$ cat src/rtl/core/rffa_pkg.sv
// Shared types and constants for the ring first-fit slot allocator.
// Holds the request and response payload structs; no dependencies.
`timescale 1ns / 1ps
`default_nettype none

package rffa_pkg;

   localparam int SIZE_W  = 3;
   localparam int INDEX_W = 3;

   localparam logic MODE_BLOCK  = 1'b0;
   localparam logic MODE_SINGLE = 1'b1;

   typedef struct packed {
      logic               mode;
      logic [SIZE_W-1:0]  block_size;
      logic [INDEX_W-1:0] start_index;
   } req_type;

   typedef struct packed {
      logic               placed;
      logic [INDEX_W-1:0] placed_index;
      logic               ring_cleared;
   } rsp_type;

endpackage

`default_nettype wire

$ cat src/rtl/core/rffa_run_probe.sv
// Run probe for the slot allocator: tests one candidate run of slots and
// builds its write mask. Depends on rffa_pkg for the size width.
`timescale 1ns / 1ps
`default_nettype none

module rffa_run_probe #(
   parameter int SLOTS     = 8,
   parameter int MAX_BLOCK = 4,
   parameter int IDX_W     = 3
) (
   input  wire logic [IDX_W-1:0]            pos,
   input  wire logic [rffa_pkg::SIZE_W-1:0] len,
   input  wire logic [SLOTS-1:0]            occ,
   output logic                             run_free,
   output logic [SLOTS-1:0]                 run_mask
);

   // Walk the run from pos, wrapping at the ring end; repeats fold into the mask.
   always_comb begin
      logic [IDX_W-1:0] idx;
      idx      = pos;
      run_mask = '0;
      for (int j = 0; j < MAX_BLOCK; j++) begin
         if (4'(j) < {1'b0, len}) begin
            run_mask[idx] = 1'b1;
         end
         idx = (idx == IDX_W'(SLOTS - 1)) ? '0 : idx + 1'b1;
      end
      run_free = ((run_mask & occ) == '0);
   end

endmodule

`default_nettype wire

$ cat src/rtl/core/ring_first_fit_slot_allocator_core.sv
// Ring first-fit slot allocator: top level with the scan sequencer.
// A request with size zero or above MAX_BLOCK gives its response in the
// cycle after acceptance; any other request tries start positions in ring
// order (1 to SLOTS of them, the run probe tests one position a cycle)
// and then presents the response.
// One request is in flight at a time; the next is taken the cycle after the
// response is accepted. Synchronous reset marks every slot free at once.
// Depends on rffa_pkg and rffa_run_probe.
`timescale 1ns / 1ps
`default_nettype none

module ring_first_fit_slot_allocator_core #(
   parameter int SLOTS     = 8,
   parameter int MAX_BLOCK = 4
) (
   input  wire logic              clock,
   input  wire logic              reset,
   input  wire logic              req_valid,
   output logic                   req_stall,
   input  wire rffa_pkg::req_type req_data,
   output logic                   rsp_valid,
   input  wire logic              rsp_stall,
   output rffa_pkg::rsp_type      rsp_data
);

   localparam int IDX_W = $clog2(SLOTS);
   localparam int RW    = (IDX_W > rffa_pkg::INDEX_W) ? IDX_W : rffa_pkg::INDEX_W;

   typedef enum logic [1:0] {
      ST_IDLE,
      ST_SCAN,
      ST_DONE
   } state_type;

   state_type                     state_ff, state_in;
   logic [SLOTS-1:0]              occ_ff, occ_in;
   logic [IDX_W-1:0]              pos_ff, pos_in;
   logic [IDX_W-1:0]              count_ff, count_in;
   logic [rffa_pkg::SIZE_W-1:0]   len_ff, len_in;
   logic                          mode_ff, mode_in;
   rffa_pkg::rsp_type             rsp_ff, rsp_in;

   logic [IDX_W-1:0]              start_mod;
   logic                          size_ok;
   logic                          run_free;
   logic [SLOTS-1:0]              run_mask;

   rffa_run_probe #(
      .SLOTS     (SLOTS),
      .MAX_BLOCK (MAX_BLOCK),
      .IDX_W     (IDX_W)
   ) u_probe (
      .pos      (pos_ff),
      .len      (len_ff),
      .occ      (occ_ff),
      .run_free (run_free),
      .run_mask (run_mask)
   );

   // Reduce the start index into the ring; three subtract steps cover 7 mod 2.
   always_comb begin
      logic [RW:0] v;
      v = (RW + 1)'(req_data.start_index);
      for (int s = 0; s < 3; s++) begin
         if (v >= (RW + 1)'(SLOTS)) begin
            v = v - (RW + 1)'(SLOTS);
         end
      end
      start_mod = v[IDX_W-1:0];
   end

   assign size_ok = (req_data.block_size != '0) &&
                    ({1'b0, req_data.block_size} <= 4'(MAX_BLOCK));

   always_comb begin
      state_in = state_ff;
      occ_in   = occ_ff;
      pos_in   = pos_ff;
      count_in = count_ff;
      len_in   = len_ff;
      mode_in  = mode_ff;
      rsp_in   = rsp_ff;
      case (state_ff)
         ST_IDLE: begin
            if (req_valid) begin
               pos_in   = start_mod;
               count_in = '0;
               mode_in  = req_data.mode;
               len_in   = (req_data.mode == rffa_pkg::MODE_SINGLE) ?
                          rffa_pkg::SIZE_W'(1) : req_data.block_size;
               rsp_in   = '0;
               state_in = size_ok ? ST_SCAN : ST_DONE;
            end
         end
         ST_SCAN: begin
            if (run_free) begin
               occ_in              = occ_ff | run_mask;
               rsp_in.placed       = 1'b1;
               rsp_in.placed_index = rffa_pkg::INDEX_W'(pos_ff);
               state_in            = ST_DONE;
            end else if (count_ff == IDX_W'(SLOTS - 1)) begin
               // No position fits: a block request wipes the ring.
               if (mode_ff == rffa_pkg::MODE_BLOCK) begin
                  occ_in              = '0;
                  rsp_in.ring_cleared = 1'b1;
               end
               state_in = ST_DONE;
            end else begin
               pos_in   = (pos_ff == IDX_W'(SLOTS - 1)) ? '0 : pos_ff + 1'b1;
               count_in = count_ff + 1'b1;
            end
         end
         ST_DONE: begin
            if (!rsp_stall) begin
               state_in = ST_IDLE;
            end
         end
         default: begin
            state_in = ST_IDLE;
         end
      endcase
   end

   always_ff @(posedge clock) begin
      if (reset) begin
         state_ff <= ST_IDLE;
         occ_ff   <= '0;
      end else begin
         state_ff <= state_in;
         occ_ff   <= occ_in;
      end
      pos_ff   <= pos_in;
      count_ff <= count_in;
      len_ff   <= len_in;
      mode_ff  <= mode_in;
      rsp_ff   <= rsp_in;
   end

   assign req_stall = (state_ff != ST_IDLE);
   assign rsp_valid = (state_ff == ST_DONE);
   assign rsp_data  = rsp_ff;

endmodule

`default_nettype wire
$ cat config.mk
export PLATFORM = sky130hd
export DESIGN_NAME = ring_first_fit_slot_allocator_core
export DESIGN_NICKNAME = d
export VERILOG_FILES = /design/src/rtl/core/rffa_pkg.sv /design/src/rtl/core/rffa_run_probe.sv /design/src/rtl/core/ring_first_fit_slot_allocator_core.sv
export SDC_FILE = /design/constraint.sdc
export NUM_CORES = 1
export LEC_CHECK = 0
export CAP_MARGIN = 20
export CORE_AREA = 2 2 57 59
export CTS_CLUSTER_DIAMETER = 150
export DETAILED_ROUTE_END_ITERATION = 8
export DIE_AREA = 0 0 59 61
export DONT_BUFFER_PORTS = 1
export PLACE_DENSITY = 0.68
export SETUP_SLACK_MARGIN = 0.5
export SKIP_LAST_GASP = 1
export SLEW_MARGIN = 25
export SYNTH_ARGS = -nofsm -noshare
export SYNTH_HDL_FRONTEND = slang
export SYNTH_HIERARCHICAL = 1
export SYNTH_SLANG_ARGS = --single-unit
$ cat constraint.sdc
create_clock -name clock -period 8.5 [get_ports clock]
set_input_delay 1.7 -clock clock [delete_from_list [all_inputs] [get_ports clock]]
set_output_delay 1.7 -clock clock [all_outputs]
set_load 0.05 [all_outputs]
==> After elaboration in Yosys (flattened, before gate mapping) <==
Cells that the tools add are included.
{ "totals": {"out_inout_bits": 7, "regBits": 25, "elab_cells": 101, "input_bits": 11} }
{ "classes": {"n_addsub": 4, "muxes": 38, "eq_ne": 15, "bitwise_logic": 5, "reduce_logical": 17, "magnitude_cmp": 13} }
{ "op_table": {"columns": ["operator", "count"], "rows": [
  ["8-bit two-way mux", 7],
  ["8-bit OR", 4],
  ["3-bit two-way mux", 9],
  ["3-bit by 4-bit < comparator with 1-bit output (second input constant)", 4],
  ["2-bit != test (second input constant)", 7],
  ["3-bit by 1-bit adder with 3-bit output (second input constant)", 4],
  ["1-bit demux with 3-bit select", 4],
  ["3-bit equality test (second input constant)", 4],
  ["3-bit by 1-bit greater-or-equal comparator with 1-bit output (second input constant)", 4],
  ["3-bit case mux with 2 select lines", 2],
  ["2-bit two-way mux", 5],
  ["5-bit case mux with 2 select lines", 1],
  ["3-bit AND reduction", 3],
  ["8-bit bitwise AND", 1],
  ["8-bit logical NOT", 1],
  ["1-bit two-way mux", 7],
  ["1-bit by 3-bit < comparator with 1-bit output (first input constant)", 2],
  ["2-bit by 3-bit < comparator with 1-bit output (first input constant)", 2],
  ["2-bit case mux with 3 select lines", 1],
  ["2-bit nonzero test", 3],
  ["1-bit logical AND", 5],
  ["5-bit two-way mux", 1],
  ["5-bit AND reduction", 1],
  ["4-bit two-way mux", 1],
  ["other kinds (9)", 9]
]} }

==> Depth between registers and ports, before layout <==
{ "logic_depth": {"ltp_word": 16, "depth_mapped": 14, "depth_no_buf": 13} }

==> By module <==
Netlist, hierarchy kept.
{ "modules_own_cells": {"columns": ["mod", "area_per_inst_um2", "n_inst", "cells_each"], "rows": [
  ["ring_first_fit_slot_allocator_core", 1062.3, 1, 92],
  ["rffa_run_probe", 493.0, 1, 68]
]} }

==> Worst setup path before layout <==
OpenSTA, ideal clock, no wires.
{ "synth_path": {"path_type": "register to register", "from": "register pos_ff[1]", "to": "register count_ff[0], enable pin", "required_ps": 8137, "path_buffers": 1, "slack_ps": 4906, "stages_incl_launch_ff": 15, "setup_ps": 363, "arrival_time_ps": 3231, "path_cell_list": "edfxtp_1 -> ha_1 -> ha_1 -> nor2_1 -> inv_2 -> ha_1 -> or4b_1 -> o22ai_1 -> a221o_1 -> a22o_1 -> nor4_2 -> buf_2 -> nor2_1 -> nand2_1 -> a21oi_1"} }
{ "synth_via": {"elab_chain_cells": 16, "elab_cells_between_ends": 40, "classes_between": "add/sub: 3; order compare: 8; eq/ne: 4; mux: 15; bitwise: 4; reduce/logical: 6"} }
{ "synth_rtl": {"columns": ["element", "line_no", "text"], "rows": [
  ["from (decl)", "ring_first_fit_slot_allocator_core.sv:37", "logic [IDX_W-1:0] pos_ff, pos_in;"],
  ["from (signal assigned)", "ring_first_fit_slot_allocator_core.sv:132", "pos_ff <= pos_in;"],
  ["3-bit by 1-bit adder with 3-bit output or 3-bit equality test (tied branches)", "rffa_run_probe.sv:27", "idx = (idx == IDX_W'(SLOTS - 1)) ? '0 : idx + 1'b1;"],
  ["3-bit two-way mux", "rffa_run_probe.sv:27", null],
  ["3-bit by 1-bit adder with 3-bit output, or another cell as far along", "rffa_run_probe.sv:27", null],
  ["3-bit two-way mux or 1-bit logical AND (tied branches)", "rffa_run_probe.sv:27, rffa_run_probe.sv:25", null],
  ["3-bit by 1-bit adder with 3-bit output, or another cell as far along", "rffa_run_probe.sv:27", null],
  ["3-bit two-way mux, or another cell as far along", "rffa_run_probe.sv:27", null],
  ["3-bit by 4-bit < comparator with 1-bit output (not written as such), or another cell as far along", "rffa_run_probe.sv:25", "run_mask[idx] = 1'b1;"],
  ["1-bit logical AND (not written as such), or another cell as far along", "rffa_run_probe.sv:25", null],
  ["(+2 left out)", null, null],
  ["8-bit OR (no line)", null, null],
  ["8-bit two-way mux *", "rffa_run_probe.sv:24", "if (4'(j) < {1'b0, len}) begin"],
  ["via run_mask[7]", "ring_first_fit_slot_allocator_core.sv:46", "logic [SLOTS-1:0] run_mask;"],
  ["8-bit bitwise AND *", "rffa_run_probe.sv:29", "run_free = ((run_mask & occ) == '0);"],
  ["8-bit logical NOT *", "rffa_run_probe.sv:29", null],
  ["via run_free", "ring_first_fit_slot_allocator_core.sv:45", "logic run_free;"],
  ["2-bit != test (no line) *", null, null],
  ["4-bit AND reduction (no line) *", null, null],
  ["to (signal assigned)", "ring_first_fit_slot_allocator_core.sv:133", "count_ff <= count_in;"],
  ["to (decl)", "ring_first_fit_slot_allocator_core.sv:38", "logic [IDX_W-1:0] count_ff, count_in;"]
]} }
Mark *: on every way through the listed nets, which the timed path passes. The rest lies on a longest branch.
A chain may end at the register's enable or synchronous reset.

==> Final worst setup path <==
{ "layout_path": {"from": "register pos_ff[0]", "to": "register pos_ff[2], enable pin"} }
{ "layout_via": {"elab_chain_cells": 16, "elab_cells_between_ends": 40, "classes_between": "add/sub: 3; order compare: 8; eq/ne: 4; mux: 15; bitwise: 4; reduce/logical: 6"} }
{ "layout_rtl": {"columns": ["element", "line_no"], "rows": [
  ["3-bit by 1-bit adder with 3-bit output or 3-bit equality test (tied branches)", "rffa_run_probe.sv:27"],
  ["3-bit two-way mux", "rffa_run_probe.sv:27"],
  ["3-bit by 1-bit adder with 3-bit output, or another cell as far along", "rffa_run_probe.sv:27"],
  ["3-bit two-way mux or 1-bit logical AND (tied branches)", "rffa_run_probe.sv:27, rffa_run_probe.sv:25"],
  ["3-bit by 1-bit adder with 3-bit output, or another cell as far along", "rffa_run_probe.sv:27"],
  ["3-bit two-way mux, or another cell as far along", "rffa_run_probe.sv:27"],
  ["3-bit by 4-bit < comparator with 1-bit output (not written as such), or another cell as far along", "rffa_run_probe.sv:25"],
  ["1-bit logical AND (not written as such), or another cell as far along", "rffa_run_probe.sv:25"],
  ["(+2 left out)", null],
  ["8-bit OR (no line)", null],
  ["8-bit two-way mux *", "rffa_run_probe.sv:24"],
  ["via run_mask[7]", "ring_first_fit_slot_allocator_core.sv:46"],
  ["8-bit bitwise AND *", "rffa_run_probe.sv:29"],
  ["8-bit logical NOT *", "rffa_run_probe.sv:29"],
  ["via run_free", "ring_first_fit_slot_allocator_core.sv:45"],
  ["2-bit != test (no line) *", null],
  ["4-bit AND reduction (no line) *", null]
]} }
Marked as above.

==> results.json <==
{
  "dr.pass1.iters": 4,
  "worst_pin_slew_ps": 887,
  "synth_seq_cells": 25,
  "power_frac_seq_pct": 51.2,
  "tns_ps": 0,
  "crit_path_max_fanout": 14,
  "routed_wl_mm": 2.98,
  "status": "finished, final reports clean",
  "crit_required_ps": 8470,
  "detail_route.iter0.violations": 61,
  "maxCapViolations": 0,
  "grt_pass1_vias": 1125,
  "cts.clk_slew.worst_paths_ps": 140,
  "route.detailed.vias_per_inst": 6.32,
  "clock_sinks": 25,
  "critPathCaptureType": "register",
  "ys_types": 44,
  "ioPinCount": 18,
  "crit_chain": "ha_1 > ha_1 > nor2_1 > inv_2 > ha_1 > or4b_1 > o22ai_1 > a221o_1 > a22o_1 > nor4_2 > buf_4 > nor2_1 > nand2_1 > a21oi_1",
  "die_w_um": 59,
  "area_growth_syn_to_layout_pct": 2.82,
  "htreeDepth": 1,
  "yosysWarningCount": 6,
  "drc": 0,
  "slowest_delay_ps": 590,
  "start_util_pct": 52.7,
  "gp_congestion": 0.845,
  "vias": 1226,
  "fin_skew_ps": 9.87,
  "ys.flop_type": "edfxtp_1",
  "combPwrFrac_pct": 33.2,
  "coreArea_sq_um": 2950,
  "slew_headroom_pct": 40.6,
  "clockBufferDepth": 2,
  "fin_nets": 184,
  "grt_pass1_wl_mm": 4.94,
  "track_usage_pct": 18.1,
  "ys_async_sr_fraction_pct": 0,
  "synthCells": 160,
  "wl_per_cell_um": 15.4,
  "final-setup-viol-count": 0,
  "ant_nets": 0,
  "switchingPower_uw": 124,
  "fin_ws_ps": 4370,
  "vdd_drop_max_v": 0.0000897,
  "criticalPathCategory": "reg -> reg",
  "yosys.area.top_type": "edfxtp_1",
  "final_area_sq_um": 1600,
  "place_area_sq_um": 1570,
  "cp_top_family": "simple AND/OR/NAND/NOR gates",
  "grt_max_degree": 21,
  "gr-total-overflow": 0,
  "synth_edf_count": 15,
  "postSynthNetCount": 182,
  "cts_tree": "built",
  "dieArea_sq_um": 3600,
  "ys_seq_area_share_pct": 41.8,
  "cts_setup_buffers": 0,
  "path_common_cell": "ha_1",
  "critPathLaunchType": "register",
  "worstSkewPairLatency_ps": 310,
  "antenna_found_initial": 0,
  "powerDensity_nw_per_um2": 205,
  "cp_data_arrival_time_ps": 4100,
  "synthDominantCellAreaShare_pct": 29.0,
  "slowest_stage": "edfxtp_1",
  "hold_buffers": 0,
  "drv_slew": 0,
  "leakagePower_uw": 0.000638,
  "pwr-share-clk_pct": 15.6,
  "cp.buffers_inverters": 2,
  "place.port_buffers": 0,
  "drive_gt1_share_pct": 9.32,
  "antenna_cells": 0,
  "rows": 20,
  "hp-class": "reg -> reg",
  "pre_cts_slack_ps": 4430,
  "dp_hpwl_mm": 2.27,
  "fillers": 275,
  "netlist_area_sq_um": 1560,
  "final_hold_viol_count": 0,
  "min_period_over_period_pct": 48.6,
  "synth.avg_cell_area_sq_um": 9.72,
  "switching_share_pct": 37.8,
  "ys_top_cells_by_area": "edfxtp_1, dfxtp_1, ha_1",
  "cts_root_buf": "clkbuf_4",
  "period_needed_ps": 4130,
  "die_height_um": 61,
  "rsz0062_at_grt": "false",
  "cts_resized": 0,
  "fmax_mhz": 242,
  "numCtsBuffers": 3,
  "internal_power_uw": 204
}
## synth_stat cells (3+ instances only)
cell type   n
nor3_1      3
a22o_1      3
edfxtp_1   15
a21oi_1     5
a31oi_1     8
o22ai_1     4
dfxtp_1    10
ha_1       11
nor2_1     19
o21ai_0     4
and2_1      6
or2_2       3
o31a_1      3
nand2_1    11
or3_1       5
nand2b_1    3
inv_1       8
## worst register-to-register path: stages (launching register included)
cell,delay (ps)
edfxtp_1,590
ha_1,280
ha_1,250
nor2_1,300
inv_2,120
ha_1,330
or4b_1,510
o22ai_1,150
a221o_1,160
a22o_1,140
nor4_2,50
buf_4,170
nor2_1,180
nand2_1,80
a21oi_1,490
## cell usage in the layout, fill, tap and decap left out, drive strengths merged, types with 2 or more instances in the layout
| cell | Yosys | final |
|---|---|---|
| or2 | 3 | 3 |
| nor2 | 19 | 19 |
| o21ai | 5 | 5 |
| a21oi | 5 | 5 |
| a32o | 2 | 2 |
| clkbuf | 0 | 3 |
| nand2 | 11 | 11 |
| nor3 | 3 | 3 |
| a221oi | 2 | 2 |
| inv | 10 | 10 |
| o211ai | 2 | 2 |
| a22o | 3 | 3 |
| edfxtp | 15 | 15 |
| o22ai | 4 | 4 |
| a21o | 3 | 3 |
| dfxtp | 10 | 10 |
| a31oi | 8 | 8 |
| or3 | 5 | 5 |
| o32ai | 2 | 2 |
| nor2b | 2 | 2 |
| nand2b | 4 | 4 |
| ha | 11 | 11 |
| nand3b | 2 | 2 |
| nor3b | 2 | 2 |
| o31ai | 2 | 2 |
| a221o | 2 | 2 |
| o31a | 3 | 3 |
| and3 | 2 | 2 |
| and2 | 6 | 6 |
## per-stage QoR
stage          util, %  hold slack [ps]  std cells  power, uW
2_1_floorplan        -              430        160        257
3_3_place_gp      53.2              452        190        278
3_5_place_dp      53.2              457        190        277
4_1_cts           54.2              487        194        329
5_1_grt           54.2              530        194        350
6_report          54.2              479        194        328
## sequential cells by signal (all words and copies together) (netlist names)
name	cells
occ_ff	8
mode_ff	1
state_ff	2
len_ff	3
count_ff	3
pos_ff	3
rsp_data	5
## routing by layer
metal	up-vias	track usage, %	part of all wire, %	routed length (um)
met5	-	0	0	0
met4	0	7.47	1.7	52
met3	6	2.77	5.6	166
met2	47	27.8	45	1350
met1	570	25.7	47	1410
li1	603	-	-	-
## layout make-up
type                    instances  area [sq um]  area share (%)
clock buffers                   3          22.5            1.41
clock inverters                 1          5.00           0.313
inverters                      10          42.5            2.66
multi-input cells             121           830            51.9
flip-flops and latches         25           651            40.7
well taps                      33          41.3            2.58
repair buffers                  1          7.51           0.469
## cells by family after synthesis
kind of cell | Yosys count | share of synthesized area [%]
and+or+nand+nor | 63 | 21.8
AOI/OAI and AO/OA | 45 | 21.6
DFF | 25 | 41.8
buffers and inverters | 14 | 4.83
adders and majority gates | 11 | 8.85
xor gates and xnor gates | 2 | 1.13
## power by group through the flow
stage / combinational [uW] / sequential [uW] / clock (uW)
after floorplan: 90.9 / 166 / 0
after global placement: 108 / 170 / 0
after detailed placement: 107 / 171 / 0
after CTS: 108 / 168 / 52.7
after global routing: 121 / 170 / 58.8
final: 109 / 168 / 51.1
## worst paths after layout
kind	start	end	slack, ps	cells past startpoint
worst min-delay path	occ_ff[6]	occ_ff[6]	480	2
worst max-delay path	pos_ff[0]	pos_ff[2]	4370	14
worst max register to register	pos_ff[0]	pos_ff[2]	4370	14
worst min register to register	occ_ff[6]	occ_ff[6]	480	2
(Power assumes the default switching activity.)
